**src/rtl/core/b32d_pkg.sv**
```systemverilog
// package for the base32 decoder: character constants, status codes and the
// classified character type passed from front to back
// no dependencies
package b32d_pkg;

	localparam logic [7:0] CHAR_UPPER_A = 8'h41;  // 'A'
	localparam logic [7:0] CHAR_UPPER_Z = 8'h5A;  // 'Z'
	localparam logic [7:0] CHAR_TWO     = 8'h32;  // '2'
	localparam logic [7:0] CHAR_SEVEN   = 8'h37;  // '7'
	localparam logic [7:0] CHAR_PAD     = 8'h3D;  // '='
	localparam logic [4:0] DIGIT_BASE   = 5'd26;

	localparam logic [3:0] PAD_MAX      = 4'd15;
	localparam logic [3:0] PAD_LIMIT    = 4'd8;
	localparam logic [2:0] POS_LAST     = 3'd7;

	localparam logic [1:0] STATUS_OK        = 2'd0;
	localparam logic [1:0] STATUS_BAD_LEN   = 2'd1;
	localparam logic [1:0] STATUS_BAD_PAD   = 2'd2;
	localparam logic [1:0] STATUS_EXCESS_PAD = 2'd3;

	localparam int Q_DEPTH = 2;
	localparam int Q_PTR_W = $clog2(Q_DEPTH);
	localparam int Q_CNT_W = $clog2(Q_DEPTH + 1);

	typedef struct packed {
		logic       is_sym;   // character is in the alphabet
		logic [4:0] sym;      // 5-bit value when is_sym
		logic       is_pad;   // character is '='
		logic       last;     // final character of the string
	} b32d_item_t;

endpackage

```
**src/rtl/core/base32_decoder.sv**
```systemverilog
// top level of the base32 decoder: front end, queue and back end
// depends on b32d_pkg, b32d_front, b32d_queue, b32d_back
//
// Decodes a base32 (RFC 4648 alphabet, upper case only) string one character
// per request and returns exactly one result per character: a byte when that
// character completed one, and on the character marked last_char a status
// (0 ok, 1 length not a multiple of 8, 2 non-pad in the tail, 3 eight or more
// pads). Bytes of a failed string are still delivered; drop them unless the
// status is ok. The block takes one character every cycle while out_ready
// holds; a result passes from the front register through the queue to the
// output register of the back end, whose bit-buffer update keeps that rate.
module base32_decoder (
	input  logic       clk,
	input  logic       arst_n,
	input  logic       in_valid,
	output logic       in_ready,
	input  logic [7:0] char_code,
	input  logic       last_char,
	output logic       out_valid,
	input  logic       out_ready,
	output logic [7:0] data_byte,
	output logic       byte_valid,
	output logic       string_end,
	output logic [1:0] status
);
	import b32d_pkg::*;

	logic       f_valid;
	logic       f_ready;
	b32d_item_t f_item;
	logic       q_valid;
	logic       q_ready;
	b32d_item_t q_item;

	b32d_front u_front (
		.clk        (clk),
		.arst_n     (arst_n),
		.in_valid   (in_valid),
		.in_ready   (in_ready),
		.char_code  (char_code),
		.last_char  (last_char),
		.item_valid (f_valid),
		.item_ready (f_ready),
		.item       (f_item)
	);

	b32d_queue u_queue (
		.clk        (clk),
		.arst_n     (arst_n),
		.push_valid (f_valid),
		.push_ready (f_ready),
		.push_item  (f_item),
		.pop_valid  (q_valid),
		.pop_ready  (q_ready),
		.pop_item   (q_item)
	);

	b32d_back u_back (
		.clk        (clk),
		.arst_n     (arst_n),
		.item_valid (q_valid),
		.item_ready (q_ready),
		.item       (q_item),
		.out_valid  (out_valid),
		.out_ready  (out_ready),
		.data_byte  (data_byte),
		.byte_valid (byte_valid),
		.string_end (string_end),
		.status     (status)
	);

endmodule

```
**src/rtl/core/b32d_front.sv**
```systemverilog
// front end: accepts characters and classifies them into a registered item
// depends on b32d_pkg
module b32d_front (
	input  logic               clk,
	input  logic               arst_n,
	input  logic               in_valid,
	output logic               in_ready,
	input  logic [7:0]         char_code,
	input  logic               last_char,
	output logic               item_valid,
	input  logic               item_ready,
	output b32d_pkg::b32d_item_t item
);
	import b32d_pkg::*;

	logic       valid_s1;
	b32d_item_t item_s1;
	b32d_item_t cls;
	logic       is_upper;
	logic       is_digit;
	logic [7:0] upper_off;
	logic [7:0] digit_off;

	always_comb begin
		is_upper  = (char_code >= CHAR_UPPER_A) && (char_code <= CHAR_UPPER_Z);
		is_digit  = (char_code >= CHAR_TWO) && (char_code <= CHAR_SEVEN);
		upper_off = char_code - CHAR_UPPER_A;
		digit_off = char_code - CHAR_TWO;
		cls.is_sym = is_upper || is_digit;
		cls.sym    = is_upper ? upper_off[4:0] : (DIGIT_BASE + digit_off[4:0]);
		cls.is_pad = (char_code == CHAR_PAD);
		cls.last   = last_char;
	end

	assign in_ready   = !valid_s1 || item_ready;
	assign item_valid = valid_s1;
	assign item       = item_s1;

	always_ff @(posedge clk or negedge arst_n) begin
		if (!arst_n) begin
			valid_s1 <= 1'b0;
		end else if (in_ready) begin
			valid_s1 <= in_valid;
		end
	end

	always_ff @(posedge clk) begin
		if (in_ready && in_valid) begin
			item_s1 <= cls;
		end
	end

endmodule

```
**src/rtl/core/b32d_queue.sv**
```systemverilog
// short queue of classified characters between front and back
// depends on b32d_pkg
module b32d_queue (
	input  logic               clk,
	input  logic               arst_n,
	input  logic               push_valid,
	output logic               push_ready,
	input  b32d_pkg::b32d_item_t push_item,
	output logic               pop_valid,
	input  logic               pop_ready,
	output b32d_pkg::b32d_item_t pop_item
);
	import b32d_pkg::*;

	b32d_item_t         mem_q [Q_DEPTH];
	logic [Q_PTR_W-1:0] wr_ptr_q;
	logic [Q_PTR_W-1:0] rd_ptr_q;
	logic [Q_CNT_W-1:0] count_q;
	logic               do_push;
	logic               do_pop;

	assign push_ready = (count_q != Q_CNT_W'(Q_DEPTH));
	assign pop_valid  = (count_q != '0);
	assign pop_item   = mem_q[rd_ptr_q];
	assign do_push    = push_valid && push_ready;
	assign do_pop     = pop_valid && pop_ready;

	always_ff @(posedge clk or negedge arst_n) begin
		if (!arst_n) begin
			wr_ptr_q <= '0;
			rd_ptr_q <= '0;
			count_q  <= '0;
		end else begin
			if (do_push) begin
				wr_ptr_q <= (wr_ptr_q == Q_PTR_W'(Q_DEPTH - 1)) ? '0 : wr_ptr_q + 1'b1;
			end
			if (do_pop) begin
				rd_ptr_q <= (rd_ptr_q == Q_PTR_W'(Q_DEPTH - 1)) ? '0 : rd_ptr_q + 1'b1;
			end
			if (do_push && !do_pop) begin
				count_q <= count_q + 1'b1;
			end else if (do_pop && !do_push) begin
				count_q <= count_q - 1'b1;
			end
		end
	end

	always_ff @(posedge clk) begin
		if (do_push) begin
			mem_q[wr_ptr_q] <= push_item;
		end
	end

endmodule

```
**src/rtl/core/b32d_back.sv**
```systemverilog
// back end: bit buffer, padding tracking, status and the output register
// depends on b32d_pkg
module b32d_back (
	input  logic               clk,
	input  logic               arst_n,
	input  logic               item_valid,
	output logic               item_ready,
	input  b32d_pkg::b32d_item_t item,
	output logic               out_valid,
	input  logic               out_ready,
	output logic [7:0]         data_byte,
	output logic               byte_valid,
	output logic               string_end,
	output logic [1:0]         status
);
	import b32d_pkg::*;

	logic [11:0] buf_q;
	logic [3:0]  cnt_q;
	logic [2:0]  pos_q;
	logic        in_pad_q;
	logic [3:0]  pad_cnt_q;
	logic        bad_pad_q;

	logic        out_valid_q;
	logic [7:0]  data_byte_q;
	logic        byte_valid_q;
	logic        string_end_q;
	logic [1:0]  status_q;

	logic        take;
	logic [11:0] shifted;
	logic [3:0]  cnt_sum;
	logic [3:0]  cnt_rem;
	logic [11:0] buf_n;
	logic [3:0]  cnt_n;
	logic        in_pad_n;
	logic [3:0]  pad_cnt_n;
	logic        bad_pad_n;
	logic [7:0]  byte_n;
	logic        byte_valid_n;
	logic [1:0]  status_n;

	assign item_ready = !out_valid_q || out_ready;
	assign take       = item_valid && item_ready;

	always_comb begin
		// buffer holds at most 7 pending bits between characters
		shifted      = {buf_q[6:0], item.sym};
		cnt_sum      = cnt_q + 4'd5;
		cnt_rem      = cnt_sum - 4'd8;
		buf_n        = buf_q;
		cnt_n        = cnt_q;
		in_pad_n     = in_pad_q;
		pad_cnt_n    = pad_cnt_q;
		bad_pad_n    = bad_pad_q;
		byte_n       = 8'd0;
		byte_valid_n = 1'b0;
		if (!in_pad_q && item.is_sym) begin
			if (cnt_sum >= 4'd8) begin
				byte_n       = 8'(shifted >> cnt_rem[2:0]);
				byte_valid_n = 1'b1;
				buf_n        = shifted & ~(12'hFFF << cnt_rem[2:0]);
				cnt_n        = cnt_rem;
			end else begin
				buf_n = shifted;
				cnt_n = cnt_sum;
			end
		end else begin
			in_pad_n = 1'b1;
			if (pad_cnt_q != PAD_MAX) begin
				pad_cnt_n = pad_cnt_q + 4'd1;
			end
			if (!item.is_pad) begin
				bad_pad_n = 1'b1;
			end
		end
		status_n = STATUS_OK;
		if (item.last) begin
			if (pos_q != POS_LAST) begin
				status_n = STATUS_BAD_LEN;
			end else if (bad_pad_n) begin
				status_n = STATUS_BAD_PAD;
			end else if (pad_cnt_n >= PAD_LIMIT) begin
				status_n = STATUS_EXCESS_PAD;
			end
		end
	end

	always_ff @(posedge clk or negedge arst_n) begin
		if (!arst_n) begin
			buf_q       <= '0;
			cnt_q       <= '0;
			pos_q       <= '0;
			in_pad_q    <= 1'b0;
			pad_cnt_q   <= '0;
			bad_pad_q   <= 1'b0;
			out_valid_q <= 1'b0;
		end else begin
			if (item_ready) begin
				out_valid_q <= item_valid;
			end
			if (take) begin
				if (item.last) begin
					// string done: back to a clean state
					buf_q     <= '0;
					cnt_q     <= '0;
					pos_q     <= '0;
					in_pad_q  <= 1'b0;
					pad_cnt_q <= '0;
					bad_pad_q <= 1'b0;
				end else begin
					buf_q     <= buf_n;
					cnt_q     <= cnt_n;
					pos_q     <= pos_q + 3'd1;
					in_pad_q  <= in_pad_n;
					pad_cnt_q <= pad_cnt_n;
					bad_pad_q <= bad_pad_n;
				end
			end
		end
	end

	always_ff @(posedge clk) begin
		if (take) begin
			data_byte_q  <= byte_n;
			byte_valid_q <= byte_valid_n;
			string_end_q <= item.last;
			status_q     <= status_n;
		end
	end

	assign out_valid  = out_valid_q;
	assign data_byte  = data_byte_q;
	assign byte_valid = byte_valid_q;
	assign string_end = string_end_q;
	assign status     = status_q;

endmodule

```
**config.mk**
```make
export PLATFORM = sky130hd
export DESIGN_NAME = base32_decoder
export DESIGN_NICKNAME = d
export VERILOG_FILES = /design/src/rtl/core/b32d_pkg.sv /design/src/rtl/core/base32_decoder.sv /design/src/rtl/core/b32d_front.sv /design/src/rtl/core/b32d_queue.sv /design/src/rtl/core/b32d_back.sv
export SDC_FILE = /design/constraint.sdc
export NUM_CORES = 1
export LEC_CHECK = 0
export ABC_AREA = 0
export BUFFER_PORTS_ARGS = -buffer_cell sky130_fd_sc_hd__buf_2
export CELL_PAD_IN_SITES_DETAIL_PLACEMENT = 0
export CELL_PAD_IN_SITES_GLOBAL_PLACEMENT = 2
export CORE_UTILIZATION = 44
export CTS_CLUSTER_SIZE = 24
export DETAILED_ROUTE_END_ITERATION = 7
export GPL_ROUTABILITY_DRIVEN = 0
export PLACE_DENSITY = 0.84
export SYNTH_ARGS = -nofsm -noshare
export SYNTH_HDL_FRONTEND = slang
export SYNTH_SLANG_ARGS = --single-unit
```
**constraint.sdc**
```tcl
create_clock -name clk -period 3.9 [get_ports clk]
set_input_delay 0.195 -clock clk [delete_from_list [all_inputs] [get_ports clk]]
set_output_delay 0.195 -clock clk [all_outputs]
set_load 0.1 [all_outputs]
```
==> impl_summary.md <==
STA
The total negative slack for setup checks is 0 ps. Setup violations remaining at the end of the flow were counted as 0. Setup repair after global routing left no endpoint under its margin.

For the pin with the worst max-slew slack, the measured transition is 704 ps. The number of pins with negative max-slew slack in the final report came to 0. The final critical path time including I/O delays and setup is 2620 ps. The fmax is 0.382 GHz. The final clock period utilization by the worst path is 0.671. Measured against its own limit, the worst slew margin works out to 0.531. The clock arrives with 4.33 ps of skew. The number of hold violations in the final report came to 0.

Finish
The fraction of final layout cells with drive strength greater than 1 is 0.219. The number of inserted diodes is 0. The final layout contains 303 nets. The share of the core filled with cells is 0.518.

The count of cells in the finished layout, fillers not included, comes to 379. The area growth from synthesis to final layout is 13.2%.

Setup path
In this run the worst setup path begins at u_back.cnt_q[0]$_DFFE_PN0P_. Along the worst path, the maximum fanout reaches 17. The reg-to-reg startpoint is u_back.cnt_q[0]$_DFFE_PN0P_. In this run the register-to-register setup slack is 1280 ps.

The endpoint arrival time on the critical path is 2670 ps. The worst reg2reg path depth is 6. At the worst endpoint, the required time is 3950 ps. The end of the worst register-to-register path is u_back.data_byte[4]$_SDFFCE_PN0P_. The endpoint type of the worst setup path is a flop. The startpoint kind of the worst setup timing path is a flop. By startpoint and endpoint, the worst setup path is classified as reg -> reg.

Floorplanning
The core region is 6790 um2. For this configuration, the core starts out at a cell density of 0.457. The number of rows in the core area is 30.

The die outline width is 86.0 um. The I/O pin count is 27. The area enclosed by the die boundary is 7400 um2. The die is 86.0 um tall.

CTS
The clock buffer count from CTS is 9. The root cell of the clock tree is clkbuf_8. Clock latency on the worst-skew pair, taken at its later pin, is 330 ps.

After clock tree synthesis, the clock-pin slew on the worst setup and hold paths is 70 ps. The number of buffers added for setup after CTS is 0. No sink is reached through more buffers than the 2 on the longest clock path. The H-tree was split into 3 levels. The CTS tree is done.

The number of clock sinks is 62.

Synthesis
The flip-flop and latch count after synthesis is 62. The count of flip-flops with a built-in enable after synthesis is 36. In the synthesized netlist the dominant register cell turns out to be edfxtp_1. After technology mapping, the gate count stands at 248. The distinct cell type count of the synthesized netlist is 49. The post-synth design cell area is 3110 um2. The cell type with the largest total area after synthesis is edfxtp_1. The number of nets in the synthesized netlist is 273.

The yosys synthesis warning count is 0. Of all flip-flops after synthesis, the portion carrying an async set or reset was 0.419. The share of synthesized area in the top cell type comes to 0.348. Of the synthesized area, sequential elements account for 0.557.

Yosys attributes the largest share of cell area to edfxtp_1 (35%), dfrtp_1 (21%), mux2i_1 (5.5%). The mean post-synth cell area is 12.5 um2.

Placement
Counting tap cells, the placed design contains a total of 362 instances. The detailed-placement wirelength estimate is 3780 um. The number of port buffers is 26.

Global route
Entering global routing, the biggest net connects 27 pins. The residual overflow from global routing is 0. In the global route stage, overall resource usage came out at 0.169. The number of global-route vias before repair is 1,971. The number of antenna violations at the first check in global routing was 0. The first global-routing pass estimated 9420 um of wire.

Routing
The via density per instance is 5.22. Across all layers, the routed design uses 1,978 vias. The number of iterations in the first detailed-routing pass is 4. The post-detailed-route DRC marker count is 0. The final wirelength is 5360 um. After detailed routing, the average wire length per cell comes to 14.1 um.

In this run the remaining antenna-violating nets after routing total 0. The detailed router finished its first iteration with 84 violations.

Worst hold path
The end point of the worst hold path is u_front.item[0]$_DFFE_PP_. The depth of the worst hold-timing path is 1. The startpoint identified for the worst hold timing path is last_char.

The tightest min-delay check is of the in -> reg type.

Run status
The run finished with clean final reports.

Run
Across the run, the number of max-cap violations was 0.

Power
The internal power of the cells totals 0.00163 W. Of the total power, the clock network draws 0.183. The switching portion of total power is 0.431.

The power dissipated by switching net loads is 0.00124 W. The share of total power dissipated in combinational logic is 0.438. The leakage power figure is 1.43 nW. The share of total power dissipated in sequential elements is 0.379. Dividing total power by cell area gives a power density of 817 nW/um2. The largest voltage drop on the vdd net is 422 uV.
-- synthesized netlist by cell type (2+ instances only) --
cell and instances:
nand2b_1 6, nor3_1 4, nand2_1 15, clkbuf_1 4, o21ai_0 10, mux2i_1 17, mux2_2 9, inv_1 11
dfrtp_1 26, buf_2 4, o31ai_1 2, o2bb2ai_1 2, a32o_1 7, and2_1 2, nand3_1 5, nor2_1 15
o21a_1 2, or2_2 2, nand3b_1 2, mux4_2 4, edfxtp_1 36, a22o_1 2, ha_1 12, a21oi_1 9
xnor2_1 7, nor2b_1 2, o22ai_1 3, xor2_1 3, a211oi_1 5
-- critical path, stage by stage (launching register included) --
cell and delay, ps:
dfrtp_1 330, buf_4 220, clkinv_1 220, ha_1 810
mux4_2 580, nor2_1 100, a211oi_1 60
-- cells by family (layout without fill, tap and decap cells) --
kind of cell | count (synthesis) | count (layout) | share of synthesized area
compound gates | 49 | 49 | 0.110
mux | 31 | 31 | 0.121
xor+xnor | 10 | 10 | 0.0282
buf+inv | 23 | 58 | 0.0306
flops | 62 | 62 | 0.557
fa+ha+maj | 12 | 12 | 0.0483
simple gates | 61 | 61 | 0.105
-- layout make-up --
class / instances / area (um2)
Clock buffer: 11 / 131
Clock inverter: 5 / 50.0
Fill cell: 588 / 3280
Inverter: 13 / 48.8
Multi-Input combinational cell: 163 / 1280
Sequential cell: 62 / 1730
Tap cell: 96 / 120
Timing Repair Buffer: 29 / 155
-- stage by stage --
stage	instance area [um2]	hold WS (ps)	power (W)	setup slack, ps
3_5_place_dp	3330	242	0.00237	1310
3_3_place_gp	3330	240	0.00237	1350
6_report	3520	37.8	0.00287	1280
2_1_floorplan	3110	-101	0.00213	1680
5_1_grt	3520	14.0	0.00307	1100
4_1_cts	3520	17.9	0.00291	1290
-- registers in the layout, indices dropped and copies added (netlist names) --
| register | cells |
|---|---|
| u_queue.mem_q | 16 |
| u_back.data_byte | 8 |
| u_front.item | 8 |
| u_back.buf_q | 7 |
| u_back.cnt_q | 4 |
| u_back.pad_cnt_q | 4 |
| u_back.pos_q | 3 |
| u_back.status | 2 |
| u_queue.count_q | 2 |
| u_back.bad_pad_q | 1 |
| u_back.byte_valid | 1 |
| u_back.in_pad_q | 1 |
| u_back.out_valid | 1 |
| u_back.string_end | 1 |
| u_front.item_valid | 1 |
| u_queue.rd_ptr_q | 1 |
| u_queue.wr_ptr_q | 1 |
-- per-layer routing --
metal / wire length, um / vias to the layer above / global-route usage
met5: 0 / - / 0
met4: 67 / 0 / 0.0712
met3: 232 / 7 / 0.0549
met2: 2610 / 47 / 0.261
met1: 2450 / 938 / 0.218
li1: - / 986 / -
-- layout by cell type (no fill, tap or decap), types with 3 or more instances in the layout --
master / instances
edfxtp_1: 36
buf_2: 26
dfrtp_1: 26
mux2i_1: 17
nand2_1: 15
nor2_1: 15
ha_1: 12
inv_1: 11
o21ai_0: 10
a21oi_1: 9
mux2_2: 9
clkbuf_8: 9
xnor2_1: 7
a32o_1: 7
nand2b_1: 6
a211oi_1: 5
nand3_1: 5
nor3_1: 4
mux4_2: 4
clkinv_1: 3
xor2_1: 3
o22ai_1: 3
-- worst max-delay path by stage --
| stage | to | slack, ps |
|---|---|---|
| 6_report | u_back.data_byte[4]$_SDFFCE_PN0P_ | 1280 |
| 5_1_grt | u_back.data_byte[4]$_SDFFCE_PN0P_ | 1100 |
| 4_1_cts | u_back.data_byte[4]$_SDFFCE_PN0P_ | 1290 |
| 3_5_place_dp | u_back.data_byte[4]$_SDFFCE_PN0P_ | 1310 |
| 3_3_place_gp | u_back.data_byte[4]$_SDFFCE_PN0P_ | 1350 |
| 2_1_floorplan | u_front.item[0]$_DFFE_PP_ | 1680 |
-- what timing repair did --
action | in CTS | in global routing
hold buffers | 1 | 0
resized for setup | 0 | 0
endpoints found under the hold margin | 26 | 0
-- power groups by stage --
stage          clock network, W  logic (W)  registers [W]
4_1_cts                0.000541    0.00127        0.00109
3_3_place_gp                  0    0.00127        0.00110
2_1_floorplan                 0   0.000740        0.00139
3_5_place_dp                  0    0.00127        0.00110
5_1_grt                0.000573    0.00137        0.00113
6_report               0.000525    0.00126        0.00109
(Power assumes the default switching activity.)
